`src/rtl/fedl_pkg.sv`:
```
// Shared types, constants and codes for the feedback echo delay line.
package fedl_pkg;

  localparam int DELAY_DEPTH = 131072;
  localparam int ADDR_W      = $clog2(DELAY_DEPTH);
  localparam int SAMPLE_W    = 16;
  localparam int CFG_W       = 17;
  localparam int CMP_W       = (ADDR_W > CFG_W) ? ADDR_W : CFG_W;
  localparam int APB_DW      = 32;
  localparam int CFG_AW      = 4;
  localparam int PROD1_W     = SAMPLE_W + CFG_W + 1;
  localparam int TRUNC1_W    = PROD1_W - 16;
  localparam int SUM_W       = TRUNC1_W + 1;
  localparam int PROD2_W     = SUM_W + CFG_W + 1;
  localparam int TRUNC2_W    = PROD2_W - 16;

  typedef logic signed [SAMPLE_W-1:0] sample_t;
  typedef logic [ADDR_W-1:0]          addr_t;
  typedef logic [CFG_W-1:0]           cfg_val_t;
  typedef logic [1:0]                 reg_idx_t;

  localparam reg_idx_t REG_DELAY = 2'd0;
  localparam reg_idx_t REG_WET   = 2'd1;
  localparam reg_idx_t REG_SCALE = 2'd2;

  localparam cfg_val_t DELAY_RST = 17'd11025;
  localparam cfg_val_t WET_RST   = 17'd49152;
  localparam cfg_val_t SCALE_RST = 17'd37449;

  localparam addr_t LAST_ADDR = ADDR_W'(DELAY_DEPTH - 1);

  typedef struct packed {
    cfg_val_t delay_samples;
    cfg_val_t wet_gain;
    cfg_val_t output_scale;
  } cfg_t;

  typedef struct packed {
    logic ld_prod1;
    logic ld_prod2;
  } math_ctrl_t;

  typedef enum logic [1:0] {
    ST_IDLE,
    ST_MUL1,
    ST_MUL2,
    ST_WRITE
  } state_t;

endpackage

```
`src/rtl/fedl_cfg_regs.sv`:
```
// APB configuration registers: delay, wet gain and output scale.
module fedl_cfg_regs (
  input  logic                         clk,
  input  logic                         rst_n,
  input  logic                         cfg_psel,
  input  logic                         cfg_penable,
  input  logic                         cfg_pwrite,
  input  logic [fedl_pkg::CFG_AW-1:0]  cfg_paddr,
  input  logic [fedl_pkg::APB_DW-1:0]  cfg_pwdata,
  output logic [fedl_pkg::APB_DW-1:0]  cfg_prdata,
  output logic                         cfg_pready,
  output fedl_pkg::cfg_t               cfg
);
  import fedl_pkg::*;

  cfg_t     cfg_r;
  cfg_t     cfg_nxt;
  reg_idx_t idx;
  logic     wr_en;

  assign idx        = cfg_paddr[3:2];
  assign wr_en      = cfg_psel && cfg_penable && cfg_pwrite;
  assign cfg_pready = 1'b1;
  assign cfg        = cfg_r;

  always_comb begin
    cfg_nxt = cfg_r;
    if (wr_en) begin
      unique case (idx)
        REG_DELAY: cfg_nxt.delay_samples = cfg_pwdata[CFG_W-1:0];
        REG_WET:   cfg_nxt.wet_gain      = cfg_pwdata[CFG_W-1:0];
        REG_SCALE: cfg_nxt.output_scale  = cfg_pwdata[CFG_W-1:0];
        default:   cfg_nxt = cfg_r;
      endcase
    end
  end

  always_comb begin
    unique case (idx)
      REG_DELAY: cfg_prdata = APB_DW'(cfg_r.delay_samples);
      REG_WET:   cfg_prdata = APB_DW'(cfg_r.wet_gain);
      REG_SCALE: cfg_prdata = APB_DW'(cfg_r.output_scale);
      default:   cfg_prdata = '0;
    endcase
  end

  always_ff @(posedge clk) begin
    if (!rst_n) begin
      cfg_r.delay_samples <= DELAY_RST;
      cfg_r.wet_gain      <= WET_RST;
      cfg_r.output_scale  <= SCALE_RST;
    end else begin
      cfg_r <= cfg_nxt;
    end
  end

endmodule

```
`config.mk`:
```
export PLATFORM = sky130hd
export DESIGN_NAME = fedl_cfg_regs
export DESIGN_NICKNAME = d
export VERILOG_FILES = /design/src/rtl/fedl_pkg.sv /design/src/rtl/fedl_cfg_regs.sv
export SDC_FILE = /design/constraint.sdc
export NUM_CORES = 1
export LEC_CHECK = 0
export BUFFER_PORTS_ARGS = -buffer_cell sky130_fd_sc_hd__buf_2
export CORE_ASPECT_RATIO = 1.75
export CORE_MARGIN = 2
export CORE_UTILIZATION = 47
export CTS_BUF_LIST = sky130_fd_sc_hd__clkbuf_2
export CTS_CLUSTER_SIZE = 8
export DETAILED_ROUTE_END_ITERATION = 7
export PLACE_DENSITY = 0.82
export SKIP_CTS_REPAIR_TIMING = 1
export SYNTH_ARGS = -nofsm -noshare
export SYNTH_HDL_FRONTEND = slang
export SYNTH_SLANG_ARGS = --single-unit
```
`constraint.sdc`:
```
create_clock -name clk -period 1.86 [get_ports clk]
set_clock_uncertainty 0.1 [all_clocks]
set_input_delay 0.372 -clock clk [delete_from_list [all_inputs] [get_ports clk]]
set_output_delay 0.372 -clock clk [all_outputs]
set_load 0.02 [all_outputs]
```
==> flow_summary.toml <==
[global_routing]
antenna_found_initial = 0
grt_pass1_wl_um = 9720
grt_usage = 0.212
first_global_vias = 2110
grt_overflow = 0
grt_max_degree = 26

[setup_path]
required_ps = 1390
worstPathCellList = "mux2i_1 -> o21ai_0 -> buf_2"
start_kind = "register"
crit_path_max_incr_delay_ps = 430
setup.worst_path.end_class = "output pin"
path_delay_family = "flip-flops"
crit_slowest_cell = "dfxtp_1"
path_max_fanout = 3
critPathBufInv = 1
critical_path_arrival_ps = 1270
path_class = "reg -> out"

[routing]
ant_nets = 0
viasPerCell = 5.19
drc = 9
dr.pass1.iters = 6
drt_iter0_markers = 59
wire_per_inst_um = 14.1
vias = 2207
finalWirelength_um = 5980

[yosys]
yosys.area.top_type = "dfxtp_1"
syn_avg_cell_area_sq_um = 8.84
yosysTopAreaCellShare = 0.411
synth_edf_count = 0
yosysMostFrequentCell = "nand2_1"
ys.warnings.count = 0
synth_cell_type_count = 20
synth_seq_area_share = 0.411
synth.area.top_cells = "dfxtp_1, mux2i_1, nand2_1"
ys_seq_elements = 51
syn-cell-area_sq_mm = 0.00248
synth-async-reset-ratio = 0
synthFlopType = "dfxtp_1"
synth_common_cells = "nand2_1, mux2i_1, dfxtp_1"
syn_inst = 281

[run_status]
violations = "design-rule violations"
status = "finished with violations"

[floorplan]
start_util = 0.481
dieArea_sq_mm = 0.00590
dieHeight_um = 100
die_w_um = 59.0
io_pins = 125
core_area_sq_mm = 0.00517
rows = 35

[final_layout]
nets = 410
fillCellCount = 475
num_antenna_cells = 0
area_growth_pct = 24.5
drive_above_1_share = 0.330
fin_util = 0.599
largest_reg_flops = 51

[power]
power.density_mw_per_mm2 = 694
vdd_drop_max_mv = 0.511
p_leak_nw = 1.58

[sta]
grt_setup_unrepaired = "no"
setup_tns_ps = 0
final_max_slew_viol_count = 0
timing.hold.ws_ps = 73.5
fin_crit_sh = 0.936
period_needed_ps = 1740
max_freq_mhz = 575
hold_viol_final = 0
setup_viol = 0

[placement]
dp_hpwl_um = 4540
place.port_buffers = 91
gp_congestion = 0.769

[cts]
insertion_delay_ps = 420
htree_levels = 2
cts_buffers = 5
clk_pin_slew_ps = 260
cts_sinks = 51
clockBufferDepth = 2
cts_tree = "built"
clockRootBuffer = "clkbuf_2"

[hold_path]
min_path_type = "in -> reg"

[run]
max-cap-violations = 0
worst paths after layout:
kind | start | to | slack (ps) | depth (start not counted)
setup reg to reg | cfg[2]$_SDFFE_PN0P_ | cfg[2]$_SDFFE_PN0P_ | 1090 | 2
setup / recovery | cfg[48]$_SDFFE_PN0P_ | cfg_prdata[14] | 120 | 3
hold / removal | cfg_pwdata[15] | cfg[49]$_SDFFE_PN0P_ | 70 | 3
hold reg to reg | cfg[37]$_SDFFE_PN0P_ | cfg[37]$_SDFFE_PN0P_ | 390 | 2
routing by layer:
metal,vias up,GRT usage,wire length [um]
li1,1090,-,-
met1,1038,0.227,2300
met2,74,0.397,3290
met3,5,0.0335,299
met4,0,0.0804,84
met5,-,0,0
placed cells by master (no fill, tap or decap), types with 5 or more instances in the layout:
cell / instances
buf_2: 91
nand2_1: 71
mux2i_1: 58
dfxtp_1: 45
o21ai_0: 21
conb_1: 16
o211ai_1: 10
inv_1: 9
buf_4: 9
nor2b_1: 8
dfxtp_2: 6
clkbuf_2: 6
o31ai_1: 5
buf_12: 5
per-stage QoR:
| stage | setup slack, ps | cells | instance area, sq um | total power, mW |
|---|---|---|---|---|
| floorplan | 50.0 | 295 | 2540 | 1.37 |
| CTS | 83.2 | 425 | 3090 | 2.16 |
| global route | 1.33 | 425 | 3090 | 2.22 |
| finish | 119 | 425 | 3090 | 2.15 |
| detailed placement | 37.6 | 417 | 3000 | 1.45 |
| global placement | 46.9 | 417 | 3000 | 1.45 |
area by class of cell:
cell class	count	area, sq um	area share
Clock buffer	6	30.0	0.00971
Clock inverter	2	60.1	0.0194
Inverter	9	33.8	0.0109
Multi-Input combinational cell	197	1250	0.404
Sequential cell	51	1030	0.333
Tap cell	55	68.8	0.0222
Timing Repair Buffer	105	623	0.201
worst register-to-register path: stages, from the launching register on:
cell,delay [ps]
dfxtp_1,430
nand2_1,80
mux2i_1,130
where the power goes:
| group | internal [mW] | total, mW | switching [mW] | leakage, nW |
|---|---|---|---|---|
| Clock | 0.367 | 0.713 | 0.346 | 0.0532 |
| Combinational | 0.111 | 0.307 | 0.196 | 1.12 |
| Sequential | 1.11 | 1.13 | 0.0123 | 0.415 |
logic make-up (layout without fill, tap and decap cells):
kind of cell,count (synthesis),count (layout),share of synthesized area
DFF,51,51,0.411
muxes,58,58,0.234
and+or+nand+nor,86,86,0.153
other,2,16,0.00302
AOI/OAI and AO/OA,37,37,0.0897
buffers and inverters,47,122,0.109
(Power assumes the default switching activity.)
