## src/rtl/fedl_pkg.sv

```systemverilog
// Shared types, constants and codes for the feedback echo delay line.
package fedl_pkg;

  localparam int DELAY_DEPTH = 131072;
  localparam int ADDR_W      = $clog2(DELAY_DEPTH);
  localparam int SAMPLE_W    = 16;
  localparam int CFG_W       = 17;
  localparam int CMP_W       = (ADDR_W > CFG_W) ? ADDR_W : CFG_W;
  localparam int APB_DW      = 32;
  localparam int CFG_AW      = 4;
  localparam int PROD1_W     = SAMPLE_W + CFG_W + 1;
  localparam int TRUNC1_W    = PROD1_W - 16;
  localparam int SUM_W       = TRUNC1_W + 1;
  localparam int PROD2_W     = SUM_W + CFG_W + 1;
  localparam int TRUNC2_W    = PROD2_W - 16;

  typedef logic signed [SAMPLE_W-1:0] sample_t;
  typedef logic [ADDR_W-1:0]          addr_t;
  typedef logic [CFG_W-1:0]           cfg_val_t;
  typedef logic [1:0]                 reg_idx_t;

  localparam reg_idx_t REG_DELAY = 2'd0;
  localparam reg_idx_t REG_WET   = 2'd1;
  localparam reg_idx_t REG_SCALE = 2'd2;

  localparam cfg_val_t DELAY_RST = 17'd11025;
  localparam cfg_val_t WET_RST   = 17'd49152;
  localparam cfg_val_t SCALE_RST = 17'd37449;

  localparam addr_t LAST_ADDR = ADDR_W'(DELAY_DEPTH - 1);

  typedef struct packed {
    cfg_val_t delay_samples;
    cfg_val_t wet_gain;
    cfg_val_t output_scale;
  } cfg_t;

  typedef struct packed {
    logic ld_prod1;
    logic ld_prod2;
  } math_ctrl_t;

  typedef enum logic [1:0] {
    ST_IDLE,
    ST_MUL1,
    ST_MUL2,
    ST_WRITE
  } state_t;

endpackage

```

## src/rtl/fedl_echo_math.sv

```systemverilog
// Two-stage echo arithmetic: wet gain, mix, output scale and saturation.
module fedl_echo_math (
  input  logic                    clk,
  input  fedl_pkg::math_ctrl_t    ctrl,
  input  fedl_pkg::sample_t       delayed,
  input  fedl_pkg::sample_t       dry,
  input  fedl_pkg::cfg_val_t      wet_gain,
  input  fedl_pkg::cfg_val_t      output_scale,
  output fedl_pkg::sample_t       y_echo
);
  import fedl_pkg::*;

  logic signed [PROD1_W-1:0]  prod1_r;
  logic signed [PROD1_W-1:0]  prod1_nxt;
  logic signed [PROD1_W-1:0]  bias1;
  logic signed [TRUNC1_W-1:0] wet_part;
  logic signed [SUM_W-1:0]    mix;
  logic signed [PROD2_W-1:0]  prod2_r;
  logic signed [PROD2_W-1:0]  prod2_nxt;
  logic signed [PROD2_W-1:0]  bias2;
  logic signed [TRUNC2_W-1:0] scaled;

  // Truncation toward zero: bias negatives by 2^16-1 before the shift.
  assign prod1_nxt = PROD1_W'(delayed) * $signed({1'b0, wet_gain});
  assign bias1     = prod1_r + (prod1_r[PROD1_W-1] ? PROD1_W'(65535) : PROD1_W'(0));
  assign wet_part  = bias1[PROD1_W-1:16];
  assign mix       = SUM_W'(dry) + SUM_W'(wet_part);
  assign prod2_nxt = PROD2_W'(mix) * $signed({1'b0, output_scale});
  assign bias2     = prod2_r + (prod2_r[PROD2_W-1] ? PROD2_W'(65535) : PROD2_W'(0));
  assign scaled    = bias2[PROD2_W-1:16];

  always_comb begin
    if (scaled > TRUNC2_W'(32767)) begin
      y_echo = 16'sh7fff;
    end else if (scaled < -TRUNC2_W'(32768)) begin
      y_echo = 16'sh8000;
    end else begin
      y_echo = scaled[SAMPLE_W-1:0];
    end
  end

  always_ff @(posedge clk) begin
    if (ctrl.ld_prod1) begin
      prod1_r <= prod1_nxt;
    end
    if (ctrl.ld_prod2) begin
      prod2_r <= prod2_nxt;
    end
  end

endmodule

```

## config.mk

```make
export PLATFORM = sky130hd
export DESIGN_NAME = fedl_echo_math
export DESIGN_NICKNAME = d
export VERILOG_FILES = /design/src/rtl/fedl_pkg.sv /design/src/rtl/fedl_echo_math.sv
export SDC_FILE = /design/constraint.sdc
export NUM_CORES = 2
export LEC_CHECK = 0
export BUFFER_PORTS_ARGS = -buffer_cell sky130_fd_sc_hd__buf_2
export CAP_MARGIN = 15
export CORE_ASPECT_RATIO = 0.8
export CORE_UTILIZATION = 56
export DETAILED_ROUTE_END_ITERATION = 6
export GPL_ROUTABILITY_DRIVEN = 1
export GPL_TIMING_DRIVEN = 0
export PLACE_DENSITY = 0.73
export RECOVER_POWER = 50
export SYNTH_ARGS = -nofsm -noshare
export SYNTH_HDL_FRONTEND = slang
export SYNTH_SLANG_ARGS = --single-unit
export TNS_END_PERCENT = 20
```

## constraint.sdc

```tcl
create_clock -name clk -period 11.3 [get_ports clk]
set_clock_uncertainty 0.15 [all_clocks]
set_input_delay 2.26 -clock clk [delete_from_list [all_inputs] [get_ports clk]]
set_output_delay 2.26 -clock clk [all_outputs]
set_load 0.03 [all_outputs]
```

==> results.toml <==
[global_route]
gr-total-overflow = 0
grt_pass1_vias = 21000
grt_usage_pct = 29.7
grt_max_degree = 38
antenna_found_initial = 4
grt_pass1_wl_um = 110000

[critical_path]
worstPathArrival_ns = 10.92
cp_top_family = "compound AO/OA/AOI/OAI gates"
crit_type = "reg -> reg"
max_stage_delay_ns = 0.55
cp-start-kind = "flip-flop"
critPathRequiredTime_ns = 11.23
critPathCaptureType = "flip-flop"
crit_buf_inv = 7
crit_slowest_cell = "fa_1"
crit_path_frequent_cell = "fa_1"
crit_fanout = 8

[drt]
vias = 20200
firstDrtPassIters = 6
route.detailed.drc = 0
routed_wl_um = 68000
postRouteAntennaNets = 0
drt_iter0_drc = 1441
avgRoutedWirePerCell_um = 18.8
routed_via_density = 5.57

[timing]
hold_ws_ns = 1.09
rsz0062_at_grt = "yes"
max-slew-margin-rel_pct = -38.1
worst_slew_pin_slew_ns = 2.07
hold_violations = 0
fin_crit_ns = 11.00
setup_tns_ns = 0
setup_violations = 0
drv_slew = 73
finalCritPeriodShare_pct = 97.3
max_freq_mhz = 90.9

[logic_synthesis]
synth_seq_cells = 71
post_synth.cell_area_avg_um2 = 9.09
synth-edff-count = 71
synth_nets = 3757
async_reset_ff_share_pct = 0
syn-cell-area_um2 = 26300
yosysSeqAreaShare_pct = 8.11
ys_warn_count = 0
synth_cells = 2894
synth_cell_types = 70
synth-main-ff-cell = "edfxtp_1"

[clock_network]
cts_tree = "yes"
htree_num_levels = 3
cts_root_buf = "clkbuf_16"
clk_pin_slew_worst_paths_ns = 0.07
holdBufCountCts = 0
clockBufferDepth = 2
clk_latency_ns = 0.35
clkSinkCount = 71
cts_buffers = 9

[final_layout]
area_growth_pct = 7.70
fin_cells = 3618
finalNetCount = 3862
multi_input_area_um2 = 21600
drive_gt1_share_pct = 6.99
fin_area_um2 = 28300
layout_commonest_cell = "inv_1"
mostFrequentLayoutCells = "inv_1, fa_1, nand2_1, ha_1, and2_1"
ff_latch_area_um2 = 2130
fillerInstances = 3892

[floorplan]
ioPinCount = 85
core_um2 = 46000
chipWidth_um = 244
num_rows = 70
die_area_um2 = 47800
die_height_um = 196
initial_utilization_pct = 57.2

[place]
io_buffers = 76
gp_congestion = 0.956
place_inst = 3584
dp_hpwl_um = 58000
placed_area_um2 = 27500

[status]
failed_checks = "capacitance limit, slew limit"
status = "complete, but fails checks"

[run]
max-cap-violations = 2

[worst_hold_path]
hold_path.class = "reg -> reg"
per-stage QoR:
stage,utilization (%),setup slack (ns)
after floorplan,-,0.851
after global placement,59.7,-0.961
after detailed placement,59.7,-1.11
after CTS,60.8,0.00370
after global routing,61.6,-0.0715
final,61.6,0.302
worst register-to-register path, delay by kind of cell (launching register included):
kind / cells / cell delay (ns)
AND/OR/NAND/NOR: 5 / 0.86
AO/OA/AOI/OAI: 18 / 4.02
buffers and inverters: 7 / 0.78
flip-flops: 1 / 0.41
adder cells (fa/ha/maj): 9 / 3.96
XOR/XNOR: 3 / 0.55
sequential cells by signal (all words and copies together) (netlist names):
name,cells
prod1_r,34
prod2_r,37
final timing paths:
| kind | startpoint | end | slack [ns] | depth (start not counted) |
|---|---|---|---|---|
| worst max-delay path | prod1_r[33] | prod2_r[36] | 0.30 | 42 |
| worst min-delay path | prod1_r[16] | prod2_r[0] | 1.09 | 4 |
| worst max register to register | prod1_r[33] | prod2_r[36] | 0.30 | 42 |
| worst min register to register | prod1_r[16] | prod2_r[0] | 1.09 | 4 |
cell type report:
type,instances,share of cell area [%]
diodes,2,0.0177
plain buffers,119,1.81
clock buffers,9,0.795
clock inverters,7,0.221
inverters,665,8.82
multi-input cells,2037,76.1
flip-flops and latches,71,7.53
well taps,612,2.70
repair buffers,96,1.96
logic make-up (layout without fill, tap and decap cells):
| family | after synthesis | after routing | synth area share [%] |
|---|---|---|---|
| flip-flops | 71 | 71 | 8.11 |
| buffers and inverters | 786 | 896 | 11.3 |
| AND/OR/NAND/NOR | 861 | 861 | 16.6 |
| XOR/XNOR | 121 | 121 | 4.03 |
| AO/OA/AOI/OAI | 255 | 255 | 6.83 |
| adder cells (fa/ha/maj) | 800 | 800 | 53.1 |
| other | 0 | 2 | 0 |
layer usage:
| metal | share of wire [%] | GRT usage (%) | vias to the layer above | wire length [um] |
|---|---|---|---|---|
| li1 | - | - | 9054 | - |
| met1 | 43 | 41.1 | 10200 | 29200 |
| met2 | 45 | 46.4 | 734 | 30500 |
| met3 | 9.2 | 7.33 | 144 | 6220 |
| met4 | 3.0 | 8.40 | 0 | 2020 |
| met5 | 0 | 0 | - | 0 |
synth_stat cells, drive strengths merged, types with 6 or more instances:
library cell	n	share of area, %
and4b	10	0.38
nand4	9	0.21
o21ai	56	1.2
nor3	36	0.68
xnor2	85	2.8
ha	265	13
fa	529	40
edfxtp	71	8.1
o21bai	9	0.26
nand2b	21	0.50
clkbuf	113	1.6
nand2	380	5.4
a31oi	10	0.24
nand3	28	0.53
and3b	7	0.23
o21a	21	0.60
maj3	6	0.23
nand4b	8	0.27
a21oi	62	1.2
a211oi	12	0.38
buf	8	0.19
a21o	34	0.97
and3	19	0.49
nand3b	28	0.80
xor2	36	1.2
nor2b	11	0.26
nor2	50	0.71
o311ai	7	0.23
and2	239	5.7
inv	665	9.5
what timing repair did:
action,4_1_cts,5_1_grt
pin swaps,2,13
gates cloned,0,0
gates resized for setup,35,78
endpoints found under the setup margin,15,11
hold endpoints to repair,0,0
setup buffers,6,12
Power is left out: the tool's default activity adds up to more than one toggle a clock period on the data nets, which glitch-free logic cannot reach.
